[config.mk]
export PLATFORM = sky130hd
export DESIGN_NAME = hll_ctrl
export DESIGN_NICKNAME = d
export VERILOG_FILES = /design/src/rtl/hll_pkg.sv /design/src/rtl/hll_ctrl.sv
export SDC_FILE = /design/constraint.sdc
export NUM_CORES = 1
export LEC_CHECK = 0
export BUFFER_PORTS_ARGS = -buffer_cell sky130_fd_sc_hd__buf_2
export CAP_MARGIN = 20
export CORE_MARGIN = 2
export CORE_UTILIZATION = 47
export DETAILED_ROUTE_END_ITERATION = 16
export GPL_ROUTABILITY_DRIVEN = 0
export PLACE_DENSITY = 0.79
export RECOVER_POWER = 100
export SETUP_SLACK_MARGIN = 0.3
export SYNTH_ARGS = -nofsm -noshare
export SYNTH_HDL_FRONTEND = slang
export SYNTH_SLANG_ARGS = --single-unit
[constraint.sdc]
create_clock -name clk -period 2.3 [get_ports clk]
set_input_delay 0.46 -clock clk [delete_from_list [all_inputs] [get_ports clk]]
set_output_delay 0.46 -clock clk [all_outputs]
set_load 0.005 [all_outputs]
[src/rtl/hll_pkg.sv]
// ----------------------------------------------------------------------------
// hll_pkg
// shared constants, request codes and controller/datapath interface types
// ----------------------------------------------------------------------------
package hll_pkg;

    localparam int INDEX_BITS_DEF = 8;
    localparam int HASH_W         = 32;
    localparam int RANK_W         = 5;
    localparam int EST_W          = 40;
    localparam int FRAC_W         = 24;
    localparam int LOG_IN_W       = 41;
    localparam int LOG_W          = 30;
    localparam int LN_W           = 30;

    localparam logic [31:0] LN2_Q32 = 32'd2977044472;

    localparam logic [1:0] REQ_ADD   = 2'd0;
    localparam logic [1:0] REQ_QUERY = 2'd1;
    localparam logic [1:0] REQ_CLEAR = 2'd2;

    typedef struct packed {
        logic load;
        logic add_rd;
        logic add_wr;
        logic scan_start;
        logic scan_step;
        logic clr_start;
        logic clr_step;
        logic div_start;
        logic div_step;
        logic div_end;
        logic log_start;
        logic log_src_d;
        logic lc_d;
        logic lr_d;
        logic ln_calc;
        logic lc_fin;
        logic lr_fin;
        logic out_load;
    } dp_cmd_t;

    typedef struct packed {
        logic clr_done;
        logic scan_done;
        logic div_done;
        logic log_busy;
        logic lc_ok;
        logic big;
        logic out_free;
    } dp_stat_t;

endpackage

[src/rtl/hll_ctrl.sv]
// ----------------------------------------------------------------------------
// hll_ctrl
// request sequencer: issues datapath commands for add, query and clear
// ----------------------------------------------------------------------------
module hll_ctrl (
    input  logic               clk,
    input  logic               rst_n,
    input  logic               in_valid,
    input  logic [1:0]         in_req,
    output logic               in_ready,
    input  hll_pkg::dp_stat_t  stat,
    output hll_pkg::dp_cmd_t   cmd
);

    localparam logic [4:0] S_INIT    = 5'd0;
    localparam logic [4:0] S_IDLE    = 5'd1;
    localparam logic [4:0] S_ADD_RD  = 5'd2;
    localparam logic [4:0] S_ADD_WR  = 5'd3;
    localparam logic [4:0] S_SCAN_ST = 5'd4;
    localparam logic [4:0] S_SCAN    = 5'd5;
    localparam logic [4:0] S_DIV_ST  = 5'd6;
    localparam logic [4:0] S_DIV     = 5'd7;
    localparam logic [4:0] S_DIV_END = 5'd8;
    localparam logic [4:0] S_LC_CHK  = 5'd9;
    localparam logic [4:0] S_LC_LOG  = 5'd10;
    localparam logic [4:0] S_LC_LN   = 5'd11;
    localparam logic [4:0] S_LC_FIN  = 5'd12;
    localparam logic [4:0] S_LR_CHK  = 5'd13;
    localparam logic [4:0] S_LR_LOG  = 5'd14;
    localparam logic [4:0] S_LR_LN   = 5'd15;
    localparam logic [4:0] S_LR_FIN  = 5'd16;
    localparam logic [4:0] S_CLR_ST  = 5'd17;
    localparam logic [4:0] S_CLR     = 5'd18;
    localparam logic [4:0] S_DONE    = 5'd19;

    logic [4:0] state_reg;
    logic [4:0] state_next;

    always_ff @(posedge clk or negedge rst_n)
    begin
        if (!rst_n)
        begin
            state_reg <= S_INIT;
        end
        else
        begin
            state_reg <= state_next;
        end
    end

    always_comb
    begin
        cmd        = '0;
        in_ready   = 1'b0;
        state_next = state_reg;
        case (state_reg)
            S_INIT:
            begin
                // clearing pass over the rank memory after reset
                cmd.clr_step = 1'b1;
                if (stat.clr_done)
                begin
                    state_next = S_IDLE;
                end
            end
            S_IDLE:
            begin
                in_ready = 1'b1;
                if (in_valid)
                begin
                    cmd.load = 1'b1;
                    case (in_req)
                        hll_pkg::REQ_ADD:   state_next = S_ADD_RD;
                        hll_pkg::REQ_QUERY: state_next = S_SCAN_ST;
                        hll_pkg::REQ_CLEAR: state_next = S_CLR_ST;
                        default:            state_next = S_DONE;
                    endcase
                end
            end
            S_ADD_RD:
            begin
                cmd.add_rd = 1'b1;
                state_next = S_ADD_WR;
            end
            S_ADD_WR:
            begin
                cmd.add_wr = 1'b1;
                state_next = S_DONE;
            end
            S_SCAN_ST:
            begin
                cmd.scan_start = 1'b1;
                state_next     = S_SCAN;
            end
            S_SCAN:
            begin
                cmd.scan_step = 1'b1;
                if (stat.scan_done)
                begin
                    state_next = S_DIV_ST;
                end
            end
            S_DIV_ST:
            begin
                cmd.div_start = 1'b1;
                state_next    = S_DIV;
            end
            S_DIV:
            begin
                cmd.div_step = 1'b1;
                if (stat.div_done)
                begin
                    state_next = S_DIV_END;
                end
            end
            S_DIV_END:
            begin
                cmd.div_end = 1'b1;
                state_next  = S_LC_CHK;
            end
            S_LC_CHK:
            begin
                if (stat.lc_ok)
                begin
                    cmd.log_start = 1'b1;
                    state_next    = S_LC_LOG;
                end
                else
                begin
                    state_next = S_LR_CHK;
                end
            end
            S_LC_LOG:
            begin
                if (!stat.log_busy)
                begin
                    cmd.lc_d   = 1'b1;
                    state_next = S_LC_LN;
                end
            end
            S_LC_LN:
            begin
                cmd.ln_calc = 1'b1;
                state_next  = S_LC_FIN;
            end
            S_LC_FIN:
            begin
                cmd.lc_fin = 1'b1;
                state_next = S_LR_CHK;
            end
            S_LR_CHK:
            begin
                if (stat.big)
                begin
                    cmd.log_start = 1'b1;
                    cmd.log_src_d = 1'b1;
                    state_next    = S_LR_LOG;
                end
                else
                begin
                    state_next = S_DONE;
                end
            end
            S_LR_LOG:
            begin
                if (!stat.log_busy)
                begin
                    cmd.lr_d   = 1'b1;
                    state_next = S_LR_LN;
                end
            end
            S_LR_LN:
            begin
                cmd.ln_calc = 1'b1;
                state_next  = S_LR_FIN;
            end
            S_LR_FIN:
            begin
                cmd.lr_fin = 1'b1;
                state_next = S_DONE;
            end
            S_CLR_ST:
            begin
                cmd.clr_start = 1'b1;
                state_next    = S_CLR;
            end
            S_CLR:
            begin
                cmd.clr_step = 1'b1;
                if (stat.clr_done)
                begin
                    state_next = S_DONE;
                end
            end
            S_DONE:
            begin
                if (stat.out_free)
                begin
                    cmd.out_load = 1'b1;
                    state_next   = S_IDLE;
                end
            end
            default:
            begin
                state_next = S_IDLE;
            end
        endcase
    end

endmodule

==> results.md, run 1 <==
- Ys flop type: dfrtp_1
- Sum of negative setup slack: 0 ns
- Syn Inst Count: between 100 and 150
- Drt first pass iters: 4
- Clk sinks: 5
- CTS max path bufs: 2
- DR WL/cell: 13.9 µm
- Total gr overflow: 0
- Antenna diodes: 0
- Req. time, crit path: between 2 and 2.5 ns
- DRT iter0 DRCs: 22
- Post-DP HPWL: about 1500 µm
- Class of the worst hold path: in2async
- Crit Path Category: reg2reg
- Max-cap viol count: 0
- Die Wd: between 40 and 50 µm
- DRC Markers: 0
- Dpl cells: between 100 and 150
- Clock slew at reported path FFs: 0.05 ns
- Commonest cells post-synth: 10 x nor3_1, 9 x nor2_1, 7 x clkbuf_1, 7 x inv_1
- Clock skew: slightly above 0.006 ns
- Switching Share: about half
- Syn Area/Cell: about 7 µm²
- Synthesized flop and latch total: 5
- Via/cell ratio: just under 6
- Synth warn: 0
- Max Clock Freq: between 400 and 500 MHz
- NetSw: around 600 µW
- Initial antenna violation count: 0
- GRT Util Overall: 23.0%
- Largest net degree at the start of global routing: 24
- CTS root buffer: clkbuf_4
- I/O Buffers: 30
- FILL cells: roughly 140
- Worst skew pair latency: 0.25 ns
- Comb pwr share: approximately three quarters
- Row count: 14
- Final #Nets: 151
- Status: finished clean
- First-pass GRT wire length: 3420 µm
- Clk pwr share: roughly 8.9%
- Top cells by area, synth: dfrtp_1 17%, nor3_1 6.8%, ha_1 5.1%, nor2_1 4.6%, a21oi_1 4.1%
- Min cycle time layout: around 2.1 ns
- Cell internal pwr: between 600 and 700 µW
- Worst VDD drop: 0.550 mV
- Cell Count, Final, Fillers Out: about 150
- Final wirelength: ~2100 µm
- Power share of the sequential group: between 15 and 20%
- CP Launch Type: register
- Worst Tran Pin Value: approximately 0.43 ns
- Total placed instance area: ~910 µm²
- Pwr Density: 1250 mW/mm²
- Mapped cell area: ~740 µm²
- Hold slack: around 0.046 ns
- LEAKAGE: roughly 0.46 nW
- Die Y: between 40 and 50 µm
- # setup viols final: 0
- Synth cell types: 42
- Mapped Nets: about 120
- Share of layout cells above drive strength 1: a little over a third
- Die ar.: 0.00191 mm²
- Post-synth EDFFs: 0
- Fin. Hold Viols: 0
- Final Cell Area: around 970 µm²
- Count leader, synth: nor3_1
- Period utilization: 90.7%
- Synth top area share: 16.9%
- Max reg flops: 5
- Clock H-tree levels: 1
- Worst setup EP type: register
- Unrepaired setup endpoints after global routing: true
- Initial core utilization: between 40% and 50%
- Ports: 31
- Sequential element share of the synthesized area: between 15 and 20%
- Vias: just under 900
- Slew margin rel.: a little under three quarters
- CP arrival: ~2.2 ns
- Vias in the first global route: between 800 and 900
- Tot Pwr: 1.21 mW
- Asr flop ratio synth: between 90% and 100%
- CTS Buf Count: 3
- Cell taking the most area after synthesis: dfrtp_1
- Routed Antenna Nets: 0
- Core area: approximately 0.0015 mm²
- CTS tree: built
- Layout area overhead: 30.9%
- Crit-path max FO: 6
- Slew Limit Fails: 0
[cells in the final DEF, fill, tap and decap left out, types with 2 or more instances in the layout]
cell      synthesis  layout
nor2_1            9       9
nand3b_1          3       3
nor3_1           10       9
nand2b_1          3       3
nand2_1           4       4
ha_1              3       3
nor4_1            4       4
dfrtp_1           5       4
nand3_1           2       2
o211ai_1          1       2
a31oi_1           2       2
mux2i_1           2       2
o21ai_0           6       6
buf_2             2      28
and2_1            2       2
clkbuf_1          7       2
inv_1             7       7
buf_4             0       8
a21oi_1           6       6
clkbuf_4          0       3
[timing repair]
action / 4_1_cts / 5_1_grt
hold buffers: 0 / 0
pin swaps: 0 / 0
setup buffers: 0 / 3
setup endpoints to repair: 3 / 12
resized for setup: 2 / 5
[final cells by class]
type                    instances  area, µm²  area share [%]
flip-flops and latches          5        126            13.0
clock buffers                   4       26.3            2.71
multi-input cells              81        562            57.9
well taps                      16       20.0            2.06
inverters                       7       26.3            2.71
repair buffers                 38        209            21.5
[worst max-delay path, cell delays in order, from the launching register on]
cell,delay (ns)
dfrtp_1,0.38
or3b_1,0.53
a2111oi_4,0.38
nor3_2,0.10
o211ai_1,0.23
mux2_4,0.34
[per-stage QoR]
stage / worst slack (ns) / utilization (%)
3_3_place_gp: 0.437 / 61.0
2_1_floorplan: 0.420 / -
4_1_cts: 0.247 / 63.2
5_1_grt: 0.101 / 65.1
6_report: 0.214 / 65.1
3_5_place_dp: 0.372 / 61.0
[power groups by stage]
stage / sequential [mW] / combinational, mW / clock [mW]
3_3_place_gp: 0.198 / 0.804 / 0
4_1_cts: 0.201 / 0.831 / 0.106
3_5_place_dp: 0.198 / 0.825 / 0
5_1_grt: 0.190 / 1.01 / 0.118
6_report: 0.189 / 0.912 / 0.108
2_1_floorplan: 0.161 / 0.647 / 0
[kinds of logic (layout without fill, tap and decap cells)]
| kind of cell | after synthesis | after routing | synth area share (%) |
|---|---|---|---|
| buffers and inverters | 17 | 49 | 8.95 |
| multiplexers | 3 | 3 | 4.73 |
| adder cells (fa/ha/maj) | 3 | 3 | 5.07 |
| AO/OA/AOI/OAI | 25 | 25 | 24.8 |
| flip-flops | 5 | 5 | 16.9 |
| XOR/XNOR | 2 | 2 | 2.37 |
| AND/OR/NAND/NOR | 48 | 48 | 37.2 |
[routing by layer]
layer	routed length, µm	up-vias	track usage, %
met2	1030	36	37.4
met1	944	413	31.4
li1	-	442	-
met4	16	0	9.70
met3	103	2	1.67
met5	0	-	0
[path summary, 6_finish.rpt]
path / start / end / slack, ns / depth (start not counted)
max: state_reg[4] / state_reg[1] / 0.21 / 5
max reg2reg: state_reg[4] / state_reg[1] / 0.21 / 5
min reg2reg: state_reg[4] / state_reg[3] / 0.72 / 2
min: rst_n / state_reg[4] / 0.05 / 1
min in group clk: stat[6] / state_reg[0] / 0.58 / 3
max in group asynchronous: rst_n / state_reg[2] / 2.03 / 1
(Power assumes the default switching activity.)
==> inputs of run 2 (changes only) <==
--- a/config.mk
+++ b/config.mk
@@ -13,7 +13,7 @@
 export GPL_ROUTABILITY_DRIVEN = 0
 export PLACE_DENSITY = 0.79
 export RECOVER_POWER = 100
-export SETUP_SLACK_MARGIN = 0.3
+export SETUP_SLACK_MARGIN = 0.4
 export SYNTH_ARGS = -nofsm -noshare
 export SYNTH_HDL_FRONTEND = slang
 export SYNTH_SLANG_ARGS = --single-unit
==> run 2 against run 1 <==
Compared with the run above: clock-buffer cell count did not move; register-to-register slack improved by 0.06 ns; critical path depth fell by 1.
==> results.md, run 2 (synthesized netlist as in run 1, its figures left out) <==
- Status: finished clean (unchanged)
- Clk sinks: 5 (unchanged)
- Period utilization: 89.4% (was 90.7%)
- I/O Buffers: 30 (unchanged)
- Reg-to-reg startpoint: state_reg[2] (was state_reg[4])
- Clock H-tree levels: 1 (unchanged)
- Worst Tran Pin Value: 0.471 ns (was 0.432 ns)
- Drt first pass iters: 4 (unchanged)
- Worst setup EP type: output pin (was register)
- Row count: 14 (unchanged)
- Die Y: 43.7 µm (unchanged)
- Antenna diodes: 0 (unchanged)
- Final core occ: 70.9% (was 65.1%)
- # setup viols final: 0 (unchanged)
- R2R depth: 7 (was 5)
- Max-cap viol count: 0 (unchanged)
- Min cycle time layout: 2.06 ns (was 2.09 ns)
- Total gr overflow: 0 (unchanged)
- CTS Buf Count: 3 (unchanged)
- Vias: 978 (was 893)
- CTS max path bufs: 2 (unchanged)
- Worst VDD drop: 0.563 mV (was 0.550 mV)
- Share of layout cells above drive strength 1: 34.5% (was 34.8%)
- Req. time, crit path: 1.84 ns (was 2.43 ns)
- Post-DP HPWL: 1510 µm (unchanged)
- Tot Pwr: 1.38 mW (was 1.21 mW)
- Clock slew at reported path FFs: 0.05 ns (about the same)
- DRT iter0 DRCs: 27 (was 22)
- Slew Limit Fails: 0 (unchanged)
- DRC Markers: 0 (unchanged)
- Max reg flops: 5 (unchanged)
- Sum of negative setup slack: 0 ns (unchanged)
- Die Wd: 43.7 µm (unchanged)
- CTS tree: built (unchanged)
- Die ar.: 0.00191 mm² (unchanged)
- CP arrival: 1.60 ns (was 2.21 ns)
- First-pass GRT wire length: 3590 µm (was 3420 µm)
- Class of the worst hold path: in2async (unchanged)
- Unrepaired setup endpoints after global routing: true (unchanged)
- Clock skew: 0.00956 ns (was 0.00609 ns)
- Final wirelength: 2460 µm (was 2090 µm)
- Initial antenna violation count: 0 (unchanged)
- Core area: 0.00149 mm² (unchanged)
- Routed Antenna Nets: 0 (unchanged)
- Ports: 31 (unchanged)
- Layout area overhead: 42.6% (was 30.9%)
- Crit-path max FO: 4 (was 6)
- CP Launch Type: register (unchanged)
- Most frequent cells in the layout: 19 x buf_2, 14 x buf_4, 12 x clkbuf_1 (was 28 x buf_2, 9 x nor2_1, 9 x nor3_1)
- Worst skew pair latency: 0.26 ns (was 0.25 ns)
- Initial core utilization: 49.7% (unchanged)
- Vias in the first global route: 850 (was 819)
- Largest net degree at the start of global routing: 24 (unchanged)
- DR WL/cell: 15.3 µm (was 13.9 µm)
- Pwr Density: 1300 mW/mm² (was 1250 mW/mm²)
- GRT Util Overall: 24.8% (was 23.0%)
- Slew margin rel.: 68.4% (was 71.1%)
- Max Clock Freq: 487 MHz (was 479 MHz)
- LEAKAGE: 0.478 nW (was 0.460 nW)
- Fin. Hold Viols: 0 (unchanged)
- CTS root buffer: clkbuf_4 (unchanged)
- Worst Setup SP: state_reg[3] (was state_reg[4])
- Most common cell after layout, fill and taps aside: buf_2 (unchanged)
- Via/cell ratio: 6.07 (was 5.91)
- Crit Path Category: reg2out (was reg2reg)
- Final #Nets: 161 (was 151)
==> run 2: cell count changes in the layout (fill, tap and decap cells not counted), moves of 2 or more <==
cell / delta
buf_2: -9
buf_4: +6
clkbuf_1: +10
nor3_1: +2
buf_6: +2
==> run 2: repair_timing <==
action	CTS	global route
hold buffers	0	0
gates resized for setup	8	7
buffers inserted	6	7
pin swaps	1	2
setup endpoints to repair	12	11
==> run 2: stage by stage <==
step / worst slack, ns / instances / hold WS (ns) / area, µm²
finish: 0.245 / 161 / 0.0358 / 1060
global route: 0.173 / 161 / 0.0662 / 1060
floorplan: 0.420 / 103 / 0.164 / 741
CTS: 0.370 / 154 / 0.0167 / 1010
detailed placement: 0.372 / 144 / 0.276 / 908
global placement: 0.437 / 144 / 0.272 / 908
==> run 2: layer usage <==
metal / GRT usage, % / part of all wire, % / vias to the layer above
li1: - / - / 462
met1: 31.7 / 42 / 452
met2: 41.2 / 50 / 58
met3: 1.25 / 5.9 / 6
met4: 14.5 / 2.1 / 0
met5: 0 / 0 / -
==> run 2: final timing paths <==
| kind | slack [ns] | end |
|---|---|---|
| worst max register to register | 0.27 | state_reg[3] |
| worst min register to register | 0.71 | state_reg[3] |
| worst max-delay path | 0.24 | cmd[17] |
| min in group clk | 0.59 | state_reg[0] |
| worst min-delay path | 0.04 | state_reg[4] |
| max in group asynchronous | 2.03 | state_reg[1] |
==> run 2: power by group <==
group	leakage [nW]	switching [mW]	internal [mW]
logic	0.402	0.585	0.512
registers	0.0609	0.0411	0.131
clock network	0.0150	0.0431	0.0660
total	0.478	0.669	0.709
==> run 2: layout make-up <==
| class | instances | area [µm²] |
|---|---|---|
| multi-input cells | 81 | 577 |
| fillers | 132 | 433 |
| repair buffers | 48 | 277 |
| flip-flops and latches | 5 | 126 |
| inverters | 7 | 30.0 |
| clock buffers | 4 | 26.3 |
| well taps | 16 | 20.0 |
==> run 2: worst max-delay path, cell delays in order (launching register included) <==
cell     delay, ns
dfrtp_1       0.39
or3b_4        0.44
nor3_1        0.25
and2_0        0.16
buf_2         0.10
==> inputs of run 3 (changes only) <==
--- a/config.mk
+++ b/config.mk
@@ -11,9 +11,10 @@
 export CORE_UTILIZATION = 47
 export DETAILED_ROUTE_END_ITERATION = 16
 export GPL_ROUTABILITY_DRIVEN = 0
-export PLACE_DENSITY = 0.79
+export PLACE_DENSITY = 0.77
 export RECOVER_POWER = 100
 export SETUP_SLACK_MARGIN = 0.4
+export SLEW_MARGIN = 20
 export SYNTH_ARGS = -nofsm -noshare
 export SYNTH_HDL_FRONTEND = slang
 export SYNTH_SLANG_ARGS = --single-unit
==> run 3 against run 2 <==
Compared with the run above: sequential power up 2%; critical path depth is the same; sequential share of layout area increased by 0.35 points; final cell count fell by 1.2%; clock power about the same; combinational power fell by 5%; critical path type unchanged.
==> results.md, run 3 (synthesized netlist as in run 1, its figures left out) <==
- Cell Count, Final, Fillers Out: 159 (was 161)
- Clock H-tree levels: 1 (unchanged)
- Final #Nets: 159 (was 161)
- DRC Markers: 0 (unchanged)
- Crit Path Category: reg2out (unchanged)
- Crit-path max FO: 3 (was 4)
- Met2 wire len: 1210 µm (was 1230 µm)
- Largest net degree at the start of global routing: 24 (unchanged)
- Slew Limit Fails: 0 (unchanged)
- Die Y: 43.7 µm (unchanged)
- Row count: 14 (unchanged)
- Ports: 31 (unchanged)
- Initial antenna violation count: 0 (unchanged)
- Reg-to-reg startpoint: state_reg[0] (was state_reg[2])
- Tot Pwr: 1.32 mW (was 1.38 mW)
- Clock skew: 0.00670 ns (was 0.00956 ns)
- Sum of negative setup slack: 0 ns (unchanged)
- Total placed instance area: 908 µm² (unchanged)
- Pwr Density: 1290 mW/mm² (was 1300 mW/mm²)
- Hold slack: 0.0413 ns (was 0.0358 ns)
- CTS Hold Bufs: 0 (unchanged)
- Worst Tran Pin Value: 0.447 ns (was 0.471 ns)
- Most frequent cells in the layout: 21 x buf_2, 13 x buf_4, 10 x clkbuf_1 (was 19 x buf_2, 14 x buf_4, 12 x clkbuf_1)
- Worst setup EP type: output pin (unchanged)
- Share of layout cells above drive strength 1: 34.3% (was 34.5%)
- Period utilization: 88.2% (was 89.4%)
- CP arrival: 1.57 ns (was 1.60 ns)
- CTS max path bufs: 2 (unchanged)
- Status: finished clean (unchanged)
- Worst VDD drop: 0.633 mV (was 0.563 mV)
- Reg-to-reg endpoint: state_reg[1] (was state_reg[3])
- R2R Setup Slk: 0.31 ns (was 0.27 ns)
- GRT Util Overall: 23.4% (was 24.8%)
- Class of the worst hold path: in2async (unchanged)
- Final wirelength: 2280 µm (was 2460 µm)
- DRT iter0 DRCs: 22 (was 27)
- CTS tree: built (unchanged)
- Initial core utilization: 49.7% (unchanged)
- Max reg flops: 5 (unchanged)
- First-pass GRT wire length: 3360 µm (was 3590 µm)
- Unrepaired setup endpoints after global routing: true (unchanged)
- CTS Buf Count: 3 (unchanged)
- LEAKAGE: 0.468 nW (was 0.478 nW)
- Post-DP HPWL: 1470 µm (was 1510 µm)
- Min cycle time layout: 2.03 ns (was 2.06 ns)
- Via/cell ratio: 5.76 (was 6.07)
- Worst skew pair latency: 0.25 ns (was 0.26 ns)
- Max Clock Freq: 493 MHz (was 487 MHz)
- Antenna diodes: 0 (unchanged)
- Vias in the first global route: 761 (was 850)
- Max-cap viol count: 0 (unchanged)
- Core area: 0.00149 mm² (unchanged)
- Die ar.: 0.00191 mm² (unchanged)
- R2R depth: 6 (was 7)
- Final Cell Area: 0.00103 mm² (was 0.00106 mm²)
- Most common cell after layout, fill and taps aside: buf_2 (unchanged)
- Fin. Hold Viols: 0 (unchanged)
- I/O Buffers: 30 (unchanged)
- Total gr overflow: 0 (unchanged)
- CP Launch Type: register (unchanged)
- Die Wd: 43.7 µm (unchanged)
- Dpl cells: 144 (unchanged)
- DR WL met3: 100 µm (was 144 µm)
- Met1 wire length: 949 µm (was 1030 µm)
- Clock slew at reported path FFs: 0.05 ns (about the same)
- Layout area overhead: 38.5% (was 42.6%)
- Req. time, crit path: 1.84 ns (about the same)
- Slew margin rel.: 70.1% (was 68.4%)
- Clk sinks: 5 (unchanged)
- Routed Antenna Nets: 0 (unchanged)
- CTS root buffer: clkbuf_4 (unchanged)
- Uppermost routed layer: met4 (unchanged)
- Vias: 916 (was 978)
- Drt first pass iters: 4 (unchanged)
- DR WL/cell: 14.4 µm (was 15.3 µm)
- # setup viols final: 0 (unchanged)
==> run 3: stage by stage <==
step	setup WS, ns	util (%)
detailed placement	0.375	61.0
global route	0.175	68.9
floorplan	0.420	-
finish	0.272	68.9
CTS	0.375	67.6
global placement	0.439	61.0
==> run 3: what timing repair did <==
item | CTS | global route
pin swaps | 0 | 6
setup buffers | 4 | 7
gates resized for setup | 9 | 7
endpoints found under the setup margin | 11 | 12
==> run 3: area by class of cell <==
class                           instances  area (µm²)
Multi-Input combinational cell         81         569
Fill cell                             129         463
Sequential cell                         5         126
Tap cell                               16        20.0
Clock buffer                            4        26.3
Inverter                                7        26.3
Timing Repair Buffer                   46         258
==> run 3: worst max-delay path by stage <==
stage	start	end	slack (ns)	cells after the start
after floorplan	state_reg[4]	state_reg[1]	0.42	6
after global placement	in_req[0]	state_reg[1]	0.44	8
after detailed placement	state_reg[4]	state_reg[1]	0.38	5
after CTS	state_reg[4]	cmd[17]	0.37	4
after global routing	state_reg[2]	state_reg[1]	0.17	6
final	state_reg[4]	cmd[17]	0.27	4
==> run 3: metal layers <==
metal  up-vias  GRT usage, %
met3         2             0
li1        456             -
met5         -             0
met1       430          31.0
met4         0          10.9
met2        28          39.7
==> run 3: critical path, cell delays in order, from the launching register on <==
cell and delay, ns:
dfrtp_1 0.39, or3b_1 0.47, nor3_4 0.22, and2_1 0.14
buf_2 0.10
==> run 3: report_power, final <==
part,total (mW),internal (mW),switching (mW)
combinational,1.04,0.486,0.554
clock,0.108,0.0660,0.0421
sequential,0.176,0.131,0.0458
total,1.32,0.683,0.642
